## config.mk

```make
export PLATFORM = sky130hd
export DESIGN_NAME = selective_repeat_sender_sequencer
export DESIGN_NICKNAME = d
export VERILOG_FILES = /design/src/hw/rtl/srs_seq_pkg.sv /design/src/hw/rtl/srs_seq_dp.sv /design/src/hw/rtl/srs_seq_ctrl.sv /design/src/hw/rtl/selective_repeat_sender_sequencer.sv
export SDC_FILE = /design/constraint.sdc
export NUM_CORES = 1
export LEC_CHECK = 0
export ABC_CLOCK_PERIOD_IN_PS = 13800
export BUFFER_PORTS_ARGS = -buffer_cell sky130_fd_sc_hd__buf_2
export CAP_MARGIN = 20
export CORE_MARGIN = 1
export CORE_UTILIZATION = 26
export DETAILED_ROUTE_END_ITERATION = 10
export MAX_ROUTING_LAYER = met4
export PLACE_DENSITY = 0.43
export SYNTH_ARGS = -nofsm -noshare
export SYNTH_HDL_FRONTEND = slang
export SYNTH_SLANG_ARGS = --single-unit
```

## constraint.sdc

```tcl
create_clock -name clk -period 13.8 [get_ports clk]
set_clock_uncertainty 0.05 [all_clocks]
set_input_delay 2.76 -clock clk [delete_from_list [all_inputs] [get_ports clk]]
set_output_delay 2.76 -clock clk [all_outputs]
set_load 0.02 [all_outputs]
```

## src/hw/rtl/srs_seq_pkg.sv

```systemverilog
// Shared types and constants of the selective-repeat sender sequencer.
package srs_seq_pkg;

    localparam int FRAME_W   = 6;
    localparam int BASE_W    = 7;
    localparam int CFG_W     = 7;
    localparam int CFG_IDX_W = 1;

    localparam logic [CFG_IDX_W-1:0] CFG_FRAME_COUNT = 1'b0;
    localparam logic [CFG_IDX_W-1:0] CFG_WINDOW_SIZE = 1'b1;

    typedef enum logic [3:0] {
        S_IDLE,
        S_FIND,
        S_FIND_WAIT,
        S_SLIDE,
        S_SLIDE_WAIT,
        S_POST,
        S_OPEN,
        S_CLEAR,
        S_EMIT
    } state_t;

    typedef struct packed {
        logic start;
        logic capture;
        logic capture_zero;
        logic ptr_inc;
        logic rd_ptr;
        logic rd_base;
        logic base_inc;
        logic retx_set;
        logic retx_clr;
        logic scan_ptr;
        logic scan_base;
        logic finish;
        logic open;
        logic clr_write;
        logic emit;
    } cmd_t;

    typedef struct packed {
        logic ptr_end;
        logic base_end;
        logic base_done;
        logic clr_done;
        logic rd_bit;
        logic retx;
        logic finished;
        logic out_free;
    } sts_t;

endpackage

```

## src/hw/rtl/srs_seq_dp.sv

```systemverilog
// Datapath: configuration, acknowledge bitmap memory, window pointers and result register.
module srs_seq_dp #(
    parameter int MAX_FRAMES = 64
) (
    input  logic                                   clk,
    input  logic                                   rst_n,
    input  logic                                   cfg_we,
    input  logic [srs_seq_pkg::CFG_IDX_W-1:0]      cfg_index,
    input  logic [srs_seq_pkg::CFG_W-1:0]          cfg_data,
    input  logic                                   frame_delivered,
    input  logic                                   ack_delivered,
    input  srs_seq_pkg::cmd_t                      cmd,
    output srs_seq_pkg::sts_t                      sts,
    output logic                                   out_valid,
    input  logic                                   out_stall,
    output logic [srs_seq_pkg::FRAME_W-1:0]        frame_index,
    output logic                                   was_retransmission,
    output logic                                   ack_recorded,
    output logic [srs_seq_pkg::BASE_W-1:0]         window_base,
    output logic [srs_seq_pkg::FRAME_W-1:0]        next_frame,
    output logic                                   next_is_retransmission,
    output logic                                   all_done
);

    localparam int FW = srs_seq_pkg::FRAME_W;
    localparam int BW = srs_seq_pkg::BASE_W;
    localparam int GW = srs_seq_pkg::CFG_W;
    localparam int AW = $clog2(MAX_FRAMES);
    localparam int CW = $clog2(MAX_FRAMES + 1);
    localparam int SW = (CW > GW) ? CW : GW;

    logic [GW-1:0] fc_reg;
    logic [GW-1:0] ws_reg;
    logic [CW-1:0] base_reg;
    logic [CW-1:0] round_end_reg;
    logic [CW-1:0] ptr_reg;
    logic [CW-1:0] clr_ptr_reg;
    logic [AW-1:0] scan_reg;
    logic          retx_reg;
    logic          finished_reg;
    logic [AW-1:0] fi_reg;
    logic          wr_reg;
    logic          ar_reg;
    logic          rd_bit_reg;
    logic          out_valid_reg;
    logic [FW-1:0] frame_index_reg;
    logic          was_retx_reg;
    logic          ack_rec_reg;
    logic [BW-1:0] window_base_reg;
    logic [FW-1:0] next_frame_reg;
    logic          next_retx_reg;
    logic          all_done_reg;

    logic          mem [MAX_FRAMES];

    logic [CW-1:0] cnt;
    logic [CW-1:0] win;
    logic [CW:0]   win_sum;
    logic [CW-1:0] win_end;
    logic          ack_now;
    logic          mem_we;
    logic [AW-1:0] mem_wa;
    logic          mem_wd;
    logic [AW-1:0] rd_addr;

    always_comb
    begin
        if (fc_reg == '0)
        begin
            cnt = CW'(1);
        end
        else if (SW'(fc_reg) > SW'(MAX_FRAMES))
        begin
            cnt = CW'(MAX_FRAMES);
        end
        else
        begin
            cnt = CW'(fc_reg);
        end
    end

    always_comb
    begin
        if (ws_reg == '0)
        begin
            win = CW'(1);
        end
        else if (SW'(ws_reg) > SW'(cnt))
        begin
            win = cnt;
        end
        else
        begin
            win = CW'(ws_reg);
        end
    end

    assign win_sum = {1'b0, base_reg} + {1'b0, win};
    assign win_end = (win_sum > {1'b0, cnt}) ? cnt : win_sum[CW-1:0];

    assign ack_now = frame_delivered & ack_delivered;
    assign mem_we  = cmd.clr_write | (cmd.capture & ack_now);
    assign mem_wa  = cmd.clr_write ? clr_ptr_reg[AW-1:0] : scan_reg;
    assign mem_wd  = cmd.capture;
    assign rd_addr = cmd.rd_base ? base_reg[AW-1:0] : ptr_reg[AW-1:0];

    always_ff @(posedge clk)
    begin
        if (mem_we)
        begin
            mem[mem_wa] <= mem_wd;
        end
        if (cmd.rd_ptr || cmd.rd_base)
        begin
            rd_bit_reg <= mem[rd_addr];
        end
    end

    always_ff @(posedge clk or negedge rst_n)
    begin
        if (!rst_n)
        begin
            fc_reg <= GW'(1);
            ws_reg <= GW'(1);
        end
        else if (cfg_we)
        begin
            case (cfg_index)
                srs_seq_pkg::CFG_FRAME_COUNT: fc_reg <= cfg_data;
                srs_seq_pkg::CFG_WINDOW_SIZE: ws_reg <= cfg_data;
                default: ;
            endcase
        end
    end

    always_ff @(posedge clk or negedge rst_n)
    begin
        if (!rst_n)
        begin
            base_reg      <= '0;
            round_end_reg <= '0;
            ptr_reg       <= '0;
            clr_ptr_reg   <= '0;
            scan_reg      <= '0;
            retx_reg      <= 1'b0;
            finished_reg  <= 1'b0;
        end
        else if (cmd.start)
        begin
            base_reg      <= '0;
            round_end_reg <= '0;
            scan_reg      <= '0;
            retx_reg      <= 1'b0;
            finished_reg  <= 1'b0;
        end
        else
        begin
            if (cmd.capture)
            begin
                ptr_reg <= CW'(scan_reg) + CW'(1);
            end
            if (cmd.ptr_inc)
            begin
                ptr_reg <= ptr_reg + CW'(1);
            end
            if (cmd.base_inc)
            begin
                base_reg <= base_reg + CW'(1);
            end
            if (cmd.scan_ptr)
            begin
                scan_reg <= ptr_reg[AW-1:0];
            end
            if (cmd.scan_base)
            begin
                scan_reg <= base_reg[AW-1:0];
            end
            if (cmd.retx_set)
            begin
                retx_reg <= 1'b1;
            end
            if (cmd.retx_clr)
            begin
                retx_reg <= 1'b0;
            end
            if (cmd.finish)
            begin
                finished_reg <= 1'b1;
                scan_reg     <= '0;
            end
            if (cmd.open)
            begin
                round_end_reg <= win_end;
                clr_ptr_reg   <= round_end_reg;
                scan_reg      <= base_reg[AW-1:0];
            end
            if (cmd.clr_write)
            begin
                clr_ptr_reg <= clr_ptr_reg + CW'(1);
            end
        end
    end

    always_ff @(posedge clk)
    begin
        if (cmd.capture)
        begin
            fi_reg <= scan_reg;
            wr_reg <= retx_reg;
            ar_reg <= ack_now;
        end
        else if (cmd.capture_zero)
        begin
            fi_reg <= '0;
            wr_reg <= 1'b0;
            ar_reg <= 1'b0;
        end
    end

    always_ff @(posedge clk or negedge rst_n)
    begin
        if (!rst_n)
        begin
            out_valid_reg <= 1'b0;
        end
        else if (cmd.emit)
        begin
            out_valid_reg <= 1'b1;
        end
        else if (!out_stall)
        begin
            out_valid_reg <= 1'b0;
        end
    end

    always_ff @(posedge clk)
    begin
        if (cmd.emit)
        begin
            frame_index_reg <= FW'(fi_reg);
            was_retx_reg    <= wr_reg;
            ack_rec_reg     <= ar_reg;
            window_base_reg <= BW'(base_reg);
            next_frame_reg  <= FW'(scan_reg);
            next_retx_reg   <= retx_reg;
            all_done_reg    <= finished_reg;
        end
    end

    assign sts.ptr_end   = (ptr_reg >= round_end_reg);
    assign sts.base_end  = (base_reg >= round_end_reg);
    assign sts.base_done = (base_reg >= cnt);
    assign sts.clr_done  = (clr_ptr_reg >= round_end_reg);
    assign sts.rd_bit    = rd_bit_reg;
    assign sts.retx      = retx_reg;
    assign sts.finished  = finished_reg;
    assign sts.out_free  = !out_valid_reg || !out_stall;

    assign out_valid              = out_valid_reg;
    assign frame_index            = frame_index_reg;
    assign was_retransmission     = was_retx_reg;
    assign ack_recorded           = ack_rec_reg;
    assign window_base            = window_base_reg;
    assign next_frame             = next_frame_reg;
    assign next_is_retransmission = next_retx_reg;
    assign all_done               = all_done_reg;

    a_write_in_window: assert property (@(posedge clk) disable iff (!rst_n)
        mem_we |-> (CW'(mem_wa) < round_end_reg))
        else $error("bitmap write outside the open window");

    a_base_in_window: assert property (@(posedge clk) disable iff (!rst_n)
        base_reg <= round_end_reg)
        else $error("window base beyond round end");

    a_done_base: assert property (@(posedge clk) disable iff (!rst_n)
        finished_reg |-> (base_reg == cnt))
        else $error("transfer finished with base short of frame count");

endmodule

```

## src/hw/rtl/srs_seq_ctrl.sv

```systemverilog
// Controller: sequences query handling, window walks, slides and clearing passes.
module srs_seq_ctrl (
    input  logic               clk,
    input  logic               rst_n,
    input  logic               cfg_we,
    input  logic               in_valid,
    input  logic               restart,
    output logic               in_stall,
    input  srs_seq_pkg::sts_t  sts,
    output srs_seq_pkg::cmd_t  cmd
);

    srs_seq_pkg::state_t state_reg;
    srs_seq_pkg::state_t state_next;
    logic                owe_reg;
    logic                owe_next;
    logic                accept;

    assign in_stall = (state_reg != srs_seq_pkg::S_IDLE) || cfg_we;
    assign accept   = in_valid && !in_stall;

    always_ff @(posedge clk or negedge rst_n)
    begin
        if (!rst_n)
        begin
            state_reg <= srs_seq_pkg::S_OPEN;
            owe_reg   <= 1'b0;
        end
        else
        begin
            state_reg <= state_next;
            owe_reg   <= owe_next;
        end
    end

    always_comb
    begin
        state_next = state_reg;
        owe_next   = owe_reg;
        if (cfg_we)
        begin
            state_next = srs_seq_pkg::S_OPEN;
            owe_next   = 1'b0;
        end
        else
        begin
            case (state_reg)
                srs_seq_pkg::S_IDLE:
                begin
                    if (accept)
                    begin
                        owe_next = 1'b1;
                        if (restart)
                        begin
                            state_next = srs_seq_pkg::S_OPEN;
                        end
                        else if (sts.finished)
                        begin
                            state_next = srs_seq_pkg::S_EMIT;
                        end
                        else
                        begin
                            state_next = srs_seq_pkg::S_FIND;
                        end
                    end
                end
                srs_seq_pkg::S_FIND:
                begin
                    state_next = sts.ptr_end ? srs_seq_pkg::S_SLIDE
                                             : srs_seq_pkg::S_FIND_WAIT;
                end
                srs_seq_pkg::S_FIND_WAIT:
                begin
                    state_next = sts.rd_bit ? srs_seq_pkg::S_FIND : srs_seq_pkg::S_EMIT;
                end
                srs_seq_pkg::S_SLIDE:
                begin
                    state_next = sts.base_end ? srs_seq_pkg::S_POST
                                              : srs_seq_pkg::S_SLIDE_WAIT;
                end
                srs_seq_pkg::S_SLIDE_WAIT:
                begin
                    state_next = sts.rd_bit ? srs_seq_pkg::S_SLIDE : srs_seq_pkg::S_POST;
                end
                srs_seq_pkg::S_POST:
                begin
                    if ((!sts.retx && !sts.base_end) || sts.base_done)
                    begin
                        state_next = srs_seq_pkg::S_EMIT;
                    end
                    else
                    begin
                        state_next = srs_seq_pkg::S_OPEN;
                    end
                end
                srs_seq_pkg::S_OPEN:
                begin
                    state_next = srs_seq_pkg::S_CLEAR;
                end
                srs_seq_pkg::S_CLEAR:
                begin
                    if (sts.clr_done)
                    begin
                        state_next = owe_reg ? srs_seq_pkg::S_EMIT : srs_seq_pkg::S_IDLE;
                    end
                end
                srs_seq_pkg::S_EMIT:
                begin
                    if (sts.out_free)
                    begin
                        state_next = srs_seq_pkg::S_IDLE;
                        owe_next   = 1'b0;
                    end
                end
                default:
                begin
                    state_next = srs_seq_pkg::S_IDLE;
                end
            endcase
        end
    end

    always_comb
    begin
        cmd = '0;
        if (cfg_we)
        begin
            cmd.start = 1'b1;
        end
        else
        begin
            case (state_reg)
                srs_seq_pkg::S_IDLE:
                begin
                    if (accept)
                    begin
                        if (restart)
                        begin
                            cmd.start        = 1'b1;
                            cmd.capture_zero = 1'b1;
                        end
                        else if (sts.finished)
                        begin
                            cmd.capture_zero = 1'b1;
                        end
                        else
                        begin
                            cmd.capture = 1'b1;
                        end
                    end
                end
                srs_seq_pkg::S_FIND:
                begin
                    cmd.rd_ptr = !sts.ptr_end;
                end
                srs_seq_pkg::S_FIND_WAIT:
                begin
                    cmd.ptr_inc  = sts.rd_bit;
                    cmd.scan_ptr = !sts.rd_bit;
                end
                srs_seq_pkg::S_SLIDE:
                begin
                    cmd.rd_base = !sts.base_end;
                end
                srs_seq_pkg::S_SLIDE_WAIT:
                begin
                    cmd.base_inc = sts.rd_bit;
                end
                srs_seq_pkg::S_POST:
                begin
                    if (!sts.retx && !sts.base_end)
                    begin
                        cmd.retx_set  = 1'b1;
                        cmd.scan_base = 1'b1;
                    end
                    else
                    begin
                        cmd.retx_clr = 1'b1;
                        cmd.finish   = sts.base_done;
                    end
                end
                srs_seq_pkg::S_OPEN:
                begin
                    cmd.open = 1'b1;
                end
                srs_seq_pkg::S_CLEAR:
                begin
                    cmd.clr_write = !sts.clr_done;
                end
                srs_seq_pkg::S_EMIT:
                begin
                    cmd.emit = sts.out_free;
                end
                default: ;
            endcase
        end
    end

    a_emit_free: assert property (@(posedge clk) disable iff (!rst_n)
        cmd.emit |-> sts.out_free)
        else $error("result loaded over an unaccepted result");

    a_one_port_op: assert property (@(posedge clk) disable iff (!rst_n)
        $onehot0({cmd.rd_ptr, cmd.rd_base, cmd.clr_write, cmd.capture}))
        else $error("conflicting bitmap memory operations");

endmodule

```

## src/hw/rtl/selective_repeat_sender_sequencer.sv

```systemverilog
// Selective-repeat sender sequencer top level: controller and datapath.
// A request runs the find walk over the bitmap entries; at a pass end the slide walk follows,
// and it may open a new window, clearing each frame that the window newly opens.
// One request in flight at a time; a stalled result holds the next.
// Reset: clears control state, then clears the first window, min(window, count) frames,
// one per cycle; the same pass follows every restart and configuration write.
module selective_repeat_sender_sequencer #(
    parameter int MAX_FRAMES = 64
) (
    input  logic                                   clk,
    input  logic                                   rst_n,
    input  logic                                   cfg_we,
    input  logic [srs_seq_pkg::CFG_IDX_W-1:0]      cfg_index,
    input  logic [srs_seq_pkg::CFG_W-1:0]          cfg_data,
    input  logic                                   in_valid,
    output logic                                   in_stall,
    input  logic                                   restart,
    input  logic                                   frame_delivered,
    input  logic                                   ack_delivered,
    output logic                                   out_valid,
    input  logic                                   out_stall,
    output logic [srs_seq_pkg::FRAME_W-1:0]        frame_index,
    output logic                                   was_retransmission,
    output logic                                   ack_recorded,
    output logic [srs_seq_pkg::BASE_W-1:0]         window_base,
    output logic [srs_seq_pkg::FRAME_W-1:0]        next_frame,
    output logic                                   next_is_retransmission,
    output logic                                   all_done
);

    srs_seq_pkg::cmd_t cmd;
    srs_seq_pkg::sts_t sts;

    srs_seq_ctrl u_ctrl (
        .clk      (clk),
        .rst_n    (rst_n),
        .cfg_we   (cfg_we),
        .in_valid (in_valid),
        .restart  (restart),
        .in_stall (in_stall),
        .sts      (sts),
        .cmd      (cmd)
    );

    srs_seq_dp #(
        .MAX_FRAMES (MAX_FRAMES)
    ) u_dp (
        .clk                    (clk),
        .rst_n                  (rst_n),
        .cfg_we                 (cfg_we),
        .cfg_index              (cfg_index),
        .cfg_data               (cfg_data),
        .frame_delivered        (frame_delivered),
        .ack_delivered          (ack_delivered),
        .cmd                    (cmd),
        .sts                    (sts),
        .out_valid              (out_valid),
        .out_stall              (out_stall),
        .frame_index            (frame_index),
        .was_retransmission     (was_retransmission),
        .ack_recorded           (ack_recorded),
        .window_base            (window_base),
        .next_frame             (next_frame),
        .next_is_retransmission (next_is_retransmission),
        .all_done               (all_done)
    );

endmodule

```

==> metrics.cfg <==
[sta]
setup_viol = 0
clock.fmax_mhz = 158
rsz0062_at_grt = false
hold_viol_final = 0
relSlewSlack = 0.344
fin_setup_tns_ns = 0
fin_crit_ns = 6.34
drv_slew = 0
post-route-period-util = 0.459
worst_pin_slew_ns = 0.982

[placement]
gp_congestion = 0.803
placed_cells = 1288
dp_hpwl_mm = 16.4
io_buffer_count = 40

[die]
die_width_um = 185
rows = 66
die-area_mm2 = 0.0341
die_height_um = 185
start_util = 0.265
coreArea_mm2 = 0.0327
boundaryPins = 41

[detailed_routing]
ant_nets = 0
drt_wl_total_mm = 23.3
drt-wirelength-per-cell_um = 17.6
dr.pass1.iters = 5
drt_iter0_markers = 448
num_vias = 6425
drc = 0
viasPerCell = 4.86

[global_route]
grt_pass1_wl_mm = 37.3
grt_max_degree = 66
grtUsageTotal = 0.150
grt_pass1_vias = 6221
grt.overflow.total = 0
antenna_found_initial = 1

[finish]
nNetsFinal = 936
multiInputGateArea_mm2 = 0.00412
largest_register = u_dp.mem
final_cells = 1323
fill_cells = 3423
seq_area_mm2 = 0.00429
largest_register_ff_count = 64
drive_above_1_share = 0.150
synthToLayoutAreaGrowth_pct = 14.9

[power_and_ir_drop]
leakage_nw = 3.87
ir_drop_uv = 87.6
powerDensity_mw_per_mm2 = 173

[clock_network]
clk_latency_ns = 0.44
cts_resized = 0
cts_tree = done
cts_sinks = 152
cts_hold_buffers = 0
numCtsBuffers = 17
root_buffer = clkbuf_16
max-clock-path-buffers = 2
htree_levels = 4
clkTransAtPathRegs_ns = 0.07
post-cts-setup-buffer-count = 0

[synthesis]
ys_top_cells_by_area = edfxtp_1, dfrtp_1, ha_1, mux2i_1, nor2_1
yosys.area.top_type = edfxtp_1
synth-edff-count = 96
ys_ff_latch = 152
synth_area_per_cell_um2 = 10.4
synth_most_common_cell = nor2_1
ys_seq_area_frac = 0.495
yosys_warnings = 0
synth_area_mm2 = 0.00867
yosys.area.top_type_share = 0.333
yosys-top-cells-count = nor2_1, edfxtp_1, nand2_1, dfrtp_1, ha_1
synth-main-ff-cell = edfxtp_1
synth_cell_types = 69
async_reset_ff_frac = 0.368
syn_nets = 899
syn-instance-count = 830

[job]
cap_violations = 0

[hold_path]
hold_depth = 0
hold_path.class = reg -> reg

[status]
status = finished clean

[worst_setup_path]
endpoint_kind = output pin
rr_worst_depth = 26
cp_data_required_time_ns = 10.99
worst_ep_arrival_time_ns = 3.53
crit_type = in -> out
critPathMaxFanout = 13
startpoint_type = input pin

path summary, 6_finish.rpt:
path,start,slack (ns),end
max reg2reg,u_dp.fc_reg[6],7.72,u_dp.round_end_reg[5]
min,u_dp.fi_reg[2],0.37,u_dp.frame_index[2]
min in group asynchronous,rst_n,2.39,u_dp.fc_reg[5]
min reg2reg,u_dp.fi_reg[2],0.37,u_dp.frame_index[2]
max,cfg_we,7.46,in_stall
max in group asynchronous,rst_n,10.75,u_dp.ptr_reg[5]
cell usage in the layout (no fill, tap or decap), drive strengths merged, types with 6 or more instances in the layout:
master,netlist,final
a21o,11,11
a21oi,47,47
a31oi,11,11
and3,12,12
buf,9,54
clkbuf,28,19
clkinv,1,6
dfrtp,52,52
edfxtp,96,96
ha,52,52
inv,34,43
mux2,18,18
mux2i,44,44
nand2,63,63
nand2b,12,12
nand3,26,26
nand4,6,6
nor2,105,105
nor2b,11,11
nor3,42,42
o21a,10,10
o21ai,45,45
xnor2,6,6
per-layer routing:
layer	vias up	wire length (um)	share of wire	GRT usage
li1	3140	-	-	-
met4	0	257	0.011	0.0387
met1	3162	11600	0.50	0.205
met2	108	10700	0.46	0.227
met3	15	759	0.033	0.0267
met5	-	0	0	-
critical path, stage by stage:
cell	delay (ns)
buf_2	0.18
nor3_4	0.25
nand2_1	0.15
buf_2	0.19
kinds of logic (layout without fill, tap and decap cells):
family / after synthesis / in the layout / synth area share
xor+xnor: 11 / 11 / 0.0111
simple gates: 302 / 302 / 0.167
buf+inv: 72 / 122 / 0.0325
compound gates: 174 / 174 / 0.133
mux: 66 / 66 / 0.0850
fa+ha+maj: 53 / 53 / 0.0774
other cells: 0 / 1 / 0
flops: 152 / 152 / 0.495
through the flow:
stage / hold WS [ns] / instance area, um^2 / worst slack (ns) / utilization / power, mW
after CTS: 0.370 / 9950 / 7.45 / 0.304 / 1.74
final: 0.369 / 9960 / 7.46 / 0.305 / 1.73
after global routing: 0.384 / 9960 / 7.15 / 0.305 / 1.85
after detailed placement: 0.356 / 9390 / 7.46 / 0.287 / 1.28
after floorplan: 0.350 / 8670 / 7.86 / - / 1.08
after global placement: 0.352 / 9390 / 7.49 / 0.287 / 1.28
power by group:
group	switching, mW	internal [mW]	total [mW]
clock	0.214	0.238	0.452
combinational	0.390	0.253	0.643
sequential	0.0986	0.531	0.630
total	0.703	1.02	1.73
layout make-up:
cell class / instances / share of cell area
clock buffer: 18 / 0.0431
sequential: 152 / 0.431
inverter: 35 / 0.0132
tap: 442 / 0.0555
timing repair buffer: 55 / 0.0312
multi-input combinational: 606 / 0.413
antenna: 1 / 0.000251
clock inverter: 14 / 0.0128
(Power assumes the default switching activity.)
